===== src/sv/pps_pkg.sv =====
// Types, constants and helpers for the priority tick scheduler
`timescale 1ns / 1ps
`default_nettype none

package pps_pkg;

    localparam int MAX_JOBS_DEF = 16;

    localparam int MODE_W = 2;
    localparam int SLOT_W = 4;
    localparam int ARR_W  = 16;
    localparam int PRI_W  = 14;
    localparam int BUR_W  = 16;
    localparam int TIME_W = 32;
    localparam int CNT_W  = 5;

    localparam logic [TIME_W-1:0] TIME_MAX = '1;
    localparam logic [CNT_W-1:0]  CNT_MAX  = '1;

    typedef enum logic [MODE_W-1:0] {
        MODE_LOAD  = 2'd0,
        MODE_TICK  = 2'd1,
        MODE_CLEAR = 2'd2,
        MODE_NOP   = 2'd3
    } t_mode;

    typedef enum logic [1:0] {
        ST_IDLE,
        ST_SCAN,
        ST_CALC,
        ST_REPORT
    } t_state;

    // One table entry as held in the job memory
    typedef struct packed {
        logic [ARR_W-1:0] arrival;
        logic [PRI_W-1:0] prio;
        logic [BUR_W-1:0] remaining;
        logic [BUR_W-1:0] burst;
    } t_entry;

    localparam int ENTRY_W = $bits(t_entry);

    // Increment time, holding at the top value
    function automatic logic [TIME_W-1:0] sat_inc(input logic [TIME_W-1:0] v);
        return (v == TIME_MAX) ? v : v + 1'b1;
    endfunction

endpackage

`default_nettype wire


===== src/sv/pps_ram.sv =====
// Generic single-write, single-read RAM with registered read data
`timescale 1ns / 1ps
`default_nettype none

module pps_ram #(
    parameter int WIDTH = 8,
    parameter int DEPTH = 16
) (
    input  wire logic                     i_clk,
    input  wire logic                     i_we,
    input  wire logic [$clog2(DEPTH)-1:0] i_waddr,
    input  wire logic [WIDTH-1:0]         i_wdata,
    input  wire logic [$clog2(DEPTH)-1:0] i_raddr,
    output logic      [WIDTH-1:0]         o_rdata
);

    logic [WIDTH-1:0] r_mem [DEPTH];

    // Write port
    always_ff @(posedge i_clk) begin
        if (i_we) begin
            r_mem[i_waddr] <= i_wdata;
        end
    end

    // Registered read port
    always_ff @(posedge i_clk) begin
        o_rdata <= r_mem[i_raddr];
    end

endmodule

`default_nettype wire


===== src/sv/preemptive_priority_tick_scheduler.sv =====
// Preemptive priority tick scheduler: job table in RAM, serial scan per tick
// Load, clear and no-op words: accepted while idle, result strobed the next cycle.
// Tick words: busy through the scan (one RAM read per slot), calc and report states,
// result strobed once back in idle; a new word is taken only when idle again.
// The scan is set by the single read port of the job RAM, one slot per cycle.
// Synchronous active-low reset clears valid bits, time, finish count and job_count.
`timescale 1ns / 1ps
`default_nettype none

module preemptive_priority_tick_scheduler #(
    parameter int MAX_JOBS = pps_pkg::MAX_JOBS_DEF
) (
    input  wire logic                      i_clk,
    input  wire logic                      i_rst_n,
    input  wire logic                      start,
    output logic                           busy,
    input  wire logic                      i_cfg_we,
    input  wire logic [pps_pkg::CNT_W-1:0] i_cfg_wdata,
    input  wire logic [pps_pkg::MODE_W-1:0] i_mode,
    input  wire logic [pps_pkg::SLOT_W-1:0] i_slot,
    input  wire logic [pps_pkg::ARR_W-1:0] i_arrival,
    input  wire logic [pps_pkg::PRI_W-1:0] i_priority_req,
    input  wire logic [pps_pkg::BUR_W-1:0] i_burst,
    output logic                           o_strobe,
    output logic                           o_busy_res,
    output logic [pps_pkg::SLOT_W-1:0]     o_ran_slot,
    output logic                           o_finished,
    output logic [pps_pkg::TIME_W-1:0]     o_wait_time,
    output logic [pps_pkg::TIME_W-1:0]     o_turnaround,
    output logic [pps_pkg::TIME_W-1:0]     o_now,
    output logic                           o_all_done
);

    import pps_pkg::*;

    localparam int IDX_W = $clog2(MAX_JOBS);
    localparam int CTR_W = $clog2(MAX_JOBS + 1);

    t_state r_state, n_state;

    logic [MAX_JOBS-1:0] r_valid;
    logic [TIME_W-1:0]   r_now;
    logic [TIME_W-1:0]   r_end;
    logic [CNT_W-1:0]    r_done;
    logic [CNT_W-1:0]    r_job_count;

    logic [CTR_W-1:0]    r_idx;
    logic                r_found;
    logic [IDX_W-1:0]    r_best;
    t_entry              r_best_ent;
    logic                r_fin;
    logic [TIME_W-1:0]   r_tat;

    logic                r_strobe;
    logic                r_busy_res;
    logic [SLOT_W-1:0]   r_ran_slot;
    logic                r_finished;
    logic [TIME_W-1:0]   r_wait_out;
    logic [TIME_W-1:0]   r_tat_out;

    logic                accept;
    logic                load_hit;
    logic [IDX_W+SLOT_W-1:0] slot_ext;
    logic [IDX_W+SLOT_W-1:0] best_ext;
    logic [CTR_W-1:0]    idx_m1;
    logic [IDX_W-1:0]    cmp_idx;
    logic                eligible;
    logic                take;
    logic                scan_last;

    logic                ram_we;
    logic [IDX_W-1:0]    ram_waddr;
    t_entry              ram_wdata;
    logic [IDX_W-1:0]    ram_raddr;
    t_entry              ram_rdata;

    pps_ram #(
        .WIDTH (ENTRY_W),
        .DEPTH (MAX_JOBS)
    ) u_job_ram (
        .i_clk   (i_clk),
        .i_we    (ram_we),
        .i_waddr (ram_waddr),
        .i_wdata (ram_wdata),
        .i_raddr (ram_raddr),
        .o_rdata (ram_rdata)
    );

    // Decode the incoming word
    assign busy      = (r_state != ST_IDLE);
    assign accept    = start && !busy;
    assign slot_ext  = {{IDX_W{1'b0}}, i_slot};
    assign load_hit  = ({{(32 - SLOT_W){1'b0}}, i_slot} < 32'(MAX_JOBS));
    assign best_ext  = {{SLOT_W{1'b0}}, r_best};

    // Scan compare on the entry read in the previous cycle
    assign idx_m1    = r_idx - 1'b1;
    assign cmp_idx   = idx_m1[IDX_W-1:0];
    assign scan_last = (r_idx == CTR_W'(MAX_JOBS));
    assign eligible  = (r_idx != '0) && r_valid[cmp_idx]
                       && ({{(TIME_W - ARR_W){1'b0}}, ram_rdata.arrival} <= r_now)
                       && (ram_rdata.remaining != '0);
    assign take      = eligible && (!r_found || (ram_rdata.prio < r_best_ent.prio));

    // Next state
    always_comb begin
        n_state = r_state;
        case (r_state)
            ST_IDLE: begin
                if (accept && (i_mode == MODE_TICK)) begin
                    n_state = ST_SCAN;
                end
            end
            ST_SCAN: begin
                if (scan_last) begin
                    n_state = ST_CALC;
                end
            end
            ST_CALC:   n_state = ST_REPORT;
            ST_REPORT: n_state = ST_IDLE;
            default:   n_state = ST_IDLE;
        endcase
    end

    // RAM port control per state
    always_comb begin
        ram_we    = 1'b0;
        ram_waddr = r_best;
        ram_wdata = r_best_ent;
        ram_raddr = r_idx[IDX_W-1:0];
        case (r_state)
            ST_IDLE: begin
                ram_waddr = slot_ext[IDX_W-1:0];
                ram_wdata = '{arrival: i_arrival, prio: i_priority_req,
                              remaining: i_burst, burst: i_burst};
                ram_we    = accept && (i_mode == MODE_LOAD) && load_hit;
            end
            ST_CALC: begin
                ram_wdata.remaining = r_best_ent.remaining - 1'b1;
                ram_we              = r_found;
            end
            default: begin
                ram_we = 1'b0;
            end
        endcase
    end

    // Control state
    always_ff @(posedge i_clk) begin
        if (!i_rst_n) begin
            r_state     <= ST_IDLE;
            r_valid     <= '0;
            r_now       <= '0;
            r_done      <= '0;
            r_job_count <= '0;
            r_idx       <= '0;
            r_found     <= 1'b0;
            r_strobe    <= 1'b0;
        end else begin
            r_state  <= n_state;
            r_strobe <= 1'b0;
            if (i_cfg_we) begin
                r_job_count <= i_cfg_wdata;
            end
            case (r_state)
                ST_IDLE: begin
                    if (accept) begin
                        r_idx   <= '0;
                        r_found <= 1'b0;
                        if (i_mode != MODE_TICK) begin
                            r_strobe <= 1'b1;
                        end
                        if ((i_mode == MODE_LOAD) && load_hit) begin
                            r_valid[slot_ext[IDX_W-1:0]] <= 1'b1;
                        end
                        if (i_mode == MODE_CLEAR) begin
                            r_valid <= '0;
                            r_now   <= '0;
                            r_done  <= '0;
                        end
                    end
                end
                ST_SCAN: begin
                    r_idx <= r_idx + 1'b1;
                    if (take) begin
                        r_found <= 1'b1;
                    end
                end
                ST_REPORT: begin
                    r_strobe <= 1'b1;
                    r_now    <= r_end;
                    if (r_fin && (r_done != CNT_MAX)) begin
                        r_done <= r_done + 1'b1;
                    end
                end
                default: begin
                    r_idx <= r_idx;
                end
            endcase
        end
    end

    // Datapath: best candidate, finish times and result word
    always_ff @(posedge i_clk) begin
        if (!i_rst_n) begin
            r_busy_res <= 1'b0;
            r_ran_slot <= '0;
            r_finished <= 1'b0;
            r_wait_out <= '0;
            r_tat_out  <= '0;
        end else begin
            case (r_state)
                ST_IDLE: begin
                    r_end <= sat_inc(r_now);
                    if (accept && (i_mode != MODE_TICK)) begin
                        r_busy_res <= 1'b0;
                        r_ran_slot <= '0;
                        r_finished <= 1'b0;
                        r_wait_out <= '0;
                        r_tat_out  <= '0;
                    end
                end
                ST_SCAN: begin
                    if (take) begin
                        r_best     <= cmp_idx;
                        r_best_ent <= ram_rdata;
                    end
                end
                ST_CALC: begin
                    r_fin <= r_found && (r_best_ent.remaining == BUR_W'(1));
                    r_tat <= r_end - {{(TIME_W - ARR_W){1'b0}}, r_best_ent.arrival};
                end
                ST_REPORT: begin
                    r_busy_res <= r_found;
                    r_ran_slot <= r_found ? best_ext[SLOT_W-1:0] : '0;
                    r_finished <= r_fin;
                    r_tat_out  <= r_fin ? r_tat : '0;
                    if (r_fin && (r_tat >= {{(TIME_W - BUR_W){1'b0}}, r_best_ent.burst})) begin
                        r_wait_out <= r_tat - {{(TIME_W - BUR_W){1'b0}}, r_best_ent.burst};
                    end else begin
                        r_wait_out <= '0;
                    end
                end
                default: begin
                    r_fin <= r_fin;
                end
            endcase
        end
    end

    // Result ports
    assign o_strobe     = r_strobe;
    assign o_busy_res   = r_busy_res;
    assign o_ran_slot   = r_ran_slot;
    assign o_finished   = r_finished;
    assign o_wait_time  = r_wait_out;
    assign o_turnaround = r_tat_out;
    assign o_now        = r_now;
    assign o_all_done   = (r_done == r_job_count);

endmodule

`default_nettype wire


===== config.mk =====
export PLATFORM = sky130hd
export DESIGN_NAME = preemptive_priority_tick_scheduler
export DESIGN_NICKNAME = d
export VERILOG_FILES = /design/src/sv/pps_pkg.sv /design/src/sv/pps_ram.sv /design/src/sv/preemptive_priority_tick_scheduler.sv
export SDC_FILE = /design/constraint.sdc
export NUM_CORES = 2
export LEC_CHECK = 0
export ABC_AREA = 1
export BUFFER_PORTS_ARGS = -buffer_cell sky130_fd_sc_hd__buf_2
export CAP_MARGIN = 20
export CORE_UTILIZATION = 45
export CTS_BUF_LIST = sky130_fd_sc_hd__clkbuf_4 sky130_fd_sc_hd__clkbuf_8
export CTS_CLUSTER_SIZE = 20
export DETAILED_ROUTE_END_ITERATION = 12
export GPL_ROUTABILITY_DRIVEN = 0
export PLACE_DENSITY = 0.63
export SYNTH_ARGS = -nofsm -noshare
export SYNTH_HDL_FRONTEND = slang
export SYNTH_SLANG_ARGS = --single-unit

===== constraint.sdc =====
create_clock -name i_clk -period 5.7 [get_ports i_clk]
set_input_delay 0.57 -clock i_clk [delete_from_list [all_inputs] [get_ports i_clk]]
set_output_delay 0.57 -clock i_clk [all_outputs]
set_load 0.02 [all_outputs]

---- Yosys cells after proc, flatten, opt, wreduce, memory -nomap -nowiden ----
Memory sizes are Yosys's and may differ from the RTL's. A register that Yosys moved wholly into a read port is not among the register bits.
Index checks and enable logic that the tools add are counted.
operators by class
  add/subtract/negate cells ............... 7
  order comparisons ....................... 6
  eq/ne operators ......................... 18
  muxes and demuxes ....................... 43
  bitwise operators ....................... 1
  reduce and logical (&&, ||, !) cells .... 33
operators by type and width
  kind                                                 number
  two-way mux 32 bit                                   6
  one-hot mux 32 bit (2 select lines)                  3
  subtractor 32 x 16 -> 32 bit                         2
  two-way mux 16 bit                                   3
  adder 32 x 1 -> 32 bit (second input constant)       1
  == test 32 bit (second input constant)               1
  greater-or-equal comparator 32 x 16 -> 1 bit         1
  less-or-equal comparator 16 x 32 -> 1 bit            1
  one-hot mux 16 bit (2 select lines)                  1
  two-way mux 30 bit                                   1
  two-way mux 5 bit                                    4
  one-hot mux 5 bit (2 select lines)                   2
  == test 16 x 1 -> 1 bit (second input constant)      1
  OR 16 bit                                            1
  nonzero test 16 bit                                  1
  subtractor 16 x 1 -> 16 bit (second input constant)  1
  < comparator 14 bit                                  1
  inequality test 2 bit (second input constant)        7
  logical AND 1 bit                                    12
  two-way mux 4 bit                                    3
  AND reduction 3 bit                                  4
  adder 5 x 1 -> 5 bit (second input constant)         2
  < comparator 4 x 5 -> 1 bit (second input constant)  2
  one-hot mux 1 bit (2 select lines)                   5
  other kinds (21)                                     42
word-level totals
  register bits after elaboration ......... 268
  RAM bits ................................ 992
  input port bits ......................... 61
  output and inout bits ................... 105
  logic and storage cells ................. 130
  memories kept ........................... 1
memories
  name             words  width  rd ports  clocked after Yosys merged registers in  wr ports  line           text
  u_job_ram.r_mem  16     62     1         1                                        1         pps_ram.sv:17  logic [WIDTH-1:0] r_mem [DEPTH];

---- Longest topological paths before layout ----
  depth after elaboration ................. 9
  depth in mapped cells ................... 15
  gate-level depth less buffers ........... 15

---- Modules after synthesis ----
From an unflattened synthesis, not the netlist that was laid out.
unflattened totals
  cells, all modules ...................... 6044
  area, all modules ....................... 58879.0 um^2
by module, submodules not included
  module                              instances  cells each  area an instance (um^2)  seq. area each (um^2)
  pps_ram                             1          4079        43569.3                  31029.8
  preemptive_priority_tick_scheduler  1          1965        15309.7                  6676.4

---- Worst setup path after synthesis ----
No wires, ideal clock.
  path type ............................... register -> register
  start ................................... register r_idx[0]
  end ..................................... register r_best[0], enable pin
  library setup time ...................... 0.490 ns
  arrival ................................. 4.729 ns
  data required time ...................... 5.210 ns
  path slack .............................. 0.481 ns
  stages on the path, launching flop included .. 15
  buffers on the path ..................... 4
  clock period less this slack ............ 5.219 ns
  path through ............................ dfxtp_1 buf_4 inv_2 buf_4 buf_2 buf_2 ha_1 inv_1 nand3_1 nand3_1 nand3_1 nand3_1 nor2_1 nand3_1 nor2_1
between the ends
  longest elaborated chain between the ends .. 8
  elaborated cells on any way between the ends .. 9
  classes of those cells .................. 1 x add/sub; 2 x mux; 6 x reduce/logical
RTL lines
  what                                     line                                       text
  start, declared                          preemptive_priority_tick_scheduler.sv:47   logic [CTR_W-1:0] r_idx;
  start signal, assigned                   preemptive_priority_tick_scheduler.sv:184  r_idx <= r_idx + 1'b1;
  start signal, assigned                   preemptive_priority_tick_scheduler.sv:197  r_idx <= r_idx;
  subtractor 4 x 1 -> 4 bit                preemptive_priority_tick_scheduler.sv:97   assign idx_m1 = r_idx - 1'b1;
  via idx_m1[0]                            preemptive_priority_tick_scheduler.sv:65   logic [CTR_W-1:0] idx_m1;
  binary-select mux 1 bit (select 4 bit)   preemptive_priority_tick_scheduler.sv:100  assign eligible = (r_idx != '0) && r_valid[cmp_idx]
  two-way mux 1 bit (not written as such)  preemptive_priority_tick_scheduler.sv:100
  logical AND 1 bit                        preemptive_priority_tick_scheduler.sv:100
  logical AND 1 bit                        preemptive_priority_tick_scheduler.sv:101  && ({{(TIME_W - ARR_W){1'b0}}, ram_rdata.arrival} <= r_now)
  logical AND 1 bit                        preemptive_priority_tick_scheduler.sv:102  && (ram_rdata.remaining != '0);
  logical AND 1 bit                        preemptive_priority_tick_scheduler.sv:103  assign take = eligible && (!r_found || (ram_rdata.prio < r_best_ent.prio));
  AND reduction 3 bit (no line)            n/a
  end signal, assigned                     preemptive_priority_tick_scheduler.sv:225  r_best <= cmp_idx;
  end, declared                            preemptive_priority_tick_scheduler.sv:49   logic [IDX_W-1:0] r_best;
The timed path passes the listed nets, and every way through them passes these cells. The select of a mux whose other input is x is not followed.
A chain may end at the register's enable or synchronous reset.

---- Worst setup path in the final report ----
  start ................................... register r_state[0]
  end ..................................... memory u_job_ram.r_mem[15][26] (netlist name), enable pin
between the ends
  longest elaborated chain between the ends .. 7
  elaborated cells on any way between the ends .. 10
  classes of those cells .................. 1 x eq/ne; 4 x mux; 5 x reduce/logical
RTL lines
  what                                     line                                       text
  start, declared                          preemptive_priority_tick_scheduler.sv:39   t_state r_state, n_state;
  start signal, assigned                   preemptive_priority_tick_scheduler.sv:160  r_state <= n_state;
  nonzero test 2 bit                       preemptive_priority_tick_scheduler.sv:90   assign busy = (r_state != ST_IDLE);
  logical NOT 1 bit                        preemptive_priority_tick_scheduler.sv:91   assign accept = start && !busy;
  logical AND 1 bit                        preemptive_priority_tick_scheduler.sv:91
  logical AND 1 bit                        preemptive_priority_tick_scheduler.sv:136  ram_we = accept && (i_mode == MODE_LOAD) && load_hit;
  one-hot mux 1 bit (2 select lines)       preemptive_priority_tick_scheduler.sv:131  case (r_state)
  two-way mux 1 bit                        pps_ram.sv:21                              if (i_we) begin
  two-way mux 1 bit (not written as such)  pps_ram.sv:22                              r_mem[i_waddr] <= i_wdata;
  end, declared                            pps_ram.sv:17
Parallel ways exist; a longest one is shown, timed or not.

==> flow_summary.json <==
{
  "outcome": "finished, final reports clean",
  "rows": 127,
  "crit_fanout": 65,
  "htreeDepth": 4,
  "hold_depth": 3,
  "worstHoldStart": "i_priority_req[8]",
  "swShare": 0.309,
  "min_path_type": "input pin to register",
  "finalPower_mw": 26.3,
  "vias": 37600,
  "drv_slew": 0,
  "synth-seq-area-share": 0.693,
  "fp.dieArea_um2": 122000,
  "p_int_mw": 18.2,
  "start_util": 0.454,
  "multiInputGateArea_um2": 14900,
  "gr-total-overflow": 0,
  "port_buffers": 165,
  "cp.required_ns": 6.27,
  "maxCapViolations": 0,
  "avgRoutedWirePerCell_um": 21.4,
  "r2r_start": "r_state[0]",
  "area_growth_pct": 13.7,
  "critical_path_arrival_ns": 4.36,
  "grt_pass1_wl_um": 219000,
  "cp-start-kind": "register",
  "core_um2": 120000,
  "dpl.hpwl_um": 87100,
  "fmax_mhz": 264,
  "layout_common_cells": "edfxtp_1 (1123), nand2_1 (768), nor2_1 (677)",
  "antenna_found_initial": 7,
  "regArea_um2": 37700,
  "rsz0062_at_grt": "no",
  "cts_tree": "built",
  "fin_crit_sh": 0.665,
  "final_antenna_net_count": 0,
  "ys_async_sr_fraction": 0,
  "synth_area_per_cell_um2": 11.4,
  "cts_root_buf": "clkbuf_8",
  "synth.distinct_cells": 57,
  "first_global_vias": 35500,
  "grt_util_all_layers": 0.237,
  "power_frac_comb": 0.203,
  "clockBufferDepth": 3,
  "fp.dieH_um": 350,
  "finalClockSkew_ns": 0.0496,
  "synth_top_area_cell": "edfxtp_1",
  "cp_cell_sequence": "inv_1 -> ha_4 -> nand2_1 -> nor2_1 -> buf_4 -> inv_1 -> o22ai_2 -> nand2_1 -> nor2_4 -> buf_12",
  "hold_violations": 0,
  "r2r_end": "u_job_ram.r_mem[15][26]",
  "ctsResizeCount": 0,
  "drt_wl_total_um": 146000,
  "drt_iter0_markers": 3707,
  "clkSlewWorstSetupHoldPaths_ns": 0.06,
  "drc": 0,
  "r2r_slack_ns": 1.91,
  "yosysWarnings": 0,
  "worstSkewPairLatency_ns": 0.93,
  "synth.area.top_cells": "edfxtp_1 (62%), dfxtp_1 (7.3%), o21ai_0 (5.5%), nand2_1 (5.3%), nor2_1 (4.8%)",
  "grt_max_degree": 241,
  "layout-drive-gt1-share": 0.144,
  "holdPathEnd": "u_job_ram.r_mem[9][40]",
  "vias_per_cell": 5.50,
  "ioPinCount": 166,
  "nets": 5177,
  "fin_crit_ns": 3.79,
  "n_fill_cell": 10500,
  "power.density_nw_per_um2": 425,
  "cts_sinks": 1322,
  "synth_seq_cells": 1322,
  "power_frac_seq": 0.481,
  "power.clock.fraction": 0.315,
  "firstDrtPassIters": 6,
  "tns_ns": 0,
  "setup.worst_path.class": "register to register",
  "synth_top_area_frac": 0.619,
  "syn_nets": 4925,
  "end_kind": "register",
  "cp_slowest_cell": "nor2_4",
  "vdd_drop_max_uv": 246,
  "cts_hold_buf": 15,
  "leakage_nw": 22.1,
  "synth-main-ff-cell": "edfxtp_1",
  "fp.dieW_um": 350,
  "max_slew.worst_pin.slew_ns": 1.18,
  "setup_viol": 0,
  "synth_edf_count": 1123,
  "synthesis.instances": 4789,
  "post_cts_buffers": 0,
  "netlist_area_um2": 54400,
  "power_switching_mw": 8.15,
  "worst-r2r-cell-count": 10,
  "max_stage_delay_ns": 0.82,
  "cts_made_buffers": 210,
  "final_common_cell": "edfxtp_1",
  "slew-limit-headroom": 0.215
}
==> power groups by stage <==
stage	clock (mW)	sequential (mW)	combinational, mW
after CTS	8.43	12.7	5.25
after global routing	8.86	12.7	5.88
final	8.30	12.7	5.36
after global placement	0	12.9	5.13
after detailed placement	0	12.9	5.23
after floorplan	0	12.8	3.20
==> metrics by stage <==
| stage | utilization | cell area (um^2) | hold WS, ns | setup WS, ns | std cells |
|---|---|---|---|---|---|
| floorplan | - | 54400 | 0.386 | 0.481 | 4789 |
| global placement | 0.477 | 57200 | 0.387 | 1.93 | 6408 |
| detailed placement | 0.477 | 57300 | 0.389 | 1.90 | 6412 |
| CTS | 0.515 | 61800 | 0.0102 | 1.89 | 6824 |
| global route | 0.516 | 61900 | 0.0234 | 1.66 | 6839 |
| finish | 0.516 | 61900 | 0.0593 | 1.91 | 6842 |
==> metal layers <==
| layer | up-vias | part of all wire | GRT usage |
|---|---|---|---|
| li1 | 17600 | - | - |
| met1 | 18400 | 0.43 | 0.321 |
| met2 | 1392 | 0.47 | 0.381 |
| met3 | 249 | 0.067 | 0.0423 |
| met4 | 8 | 0.028 | 0.0883 |
| met5 | - | 0.00046 | 0 |
==> flip-flops by register name, indices dropped and copies added (netlist names) <==
name	count
o_ran_slot	4
o_busy_res	1
u_job_ram.r_mem	992
o_strobe	1
o_finished	1
o_wait_time	32
u_job_ram.o_rdata	62
r_best_ent	62
r_job_count	5
o_turnaround	32
r_best	4
r_end	32
r_tat	32
r_state	2
r_found	1
r_fin	1
r_idx	5
r_valid	16
r_done	5
o_now	32
==> worst max-delay path: cells and delay by family (launching register included) <==
| family | cells | cell delay [ns] |
|---|---|---|
| AOI/OAI and AO/OA | 1 | 0.19 |
| DFF | 1 | 0.34 |
| adders and majority gates | 1 | 0.70 |
| buffers and inverters | 4 | 0.80 |
| and+or+nand+nor | 4 | 1.39 |
==> kinds of logic (layout without fill, tap and decap cells) <==
group / Yosys count / after routing / synth area share
simple gates: 1763 / 1763 / 0.135
xor+xnor: 60 / 60 / 0.00965
other cells: 0 / 4 / 0
buf+inv: 493 / 930 / 0.0364
fa+ha+maj: 75 / 75 / 0.0175
flops: 1322 / 1322 / 0.693
compound gates: 1076 / 1076 / 0.109
==> cell type report <==
cell class                      count  share of cell area
Sequential cell                  1322               0.609
Clock inverter                     58             0.00636
Tap cell                         1612              0.0326
Clock buffer                      339              0.0647
Multi-Input combinational cell   2974               0.241
Inverter                          249              0.0155
Antenna cell                        4            0.000162
Timing Repair Buffer              284              0.0306
==> synthesized netlist by cell type (all sizes together), types with 75 or more instances <==
master and number:
dfxtp 199, o21ai 598, nand4 81, a21oi 162
nor2 705, buf 75, edfxtp 1123, inv 246
nand2 776, o22ai 250, nand3 130, clkbuf 169
==> worst max path at each step <==
stage | startpoint | to | slack (ns) | depth (start not counted)
after floorplan | r_idx[0] | r_best[0] | 0.48 | 14
after global placement | r_state[0] | u_job_ram.r_mem[15][5] | 1.93 | 10
after detailed placement | r_state[0] | u_job_ram.r_mem[4][50] | 1.90 | 10
after CTS | r_state[0] | u_job_ram.r_mem[0][28] | 1.89 | 10
after global routing | r_state[1] | u_job_ram.r_mem[15][16] | 1.66 | 10
final | r_state[0] | u_job_ram.r_mem[15][26] | 1.91 | 10
No activity file was read; power rests on OpenSTA's default activity.
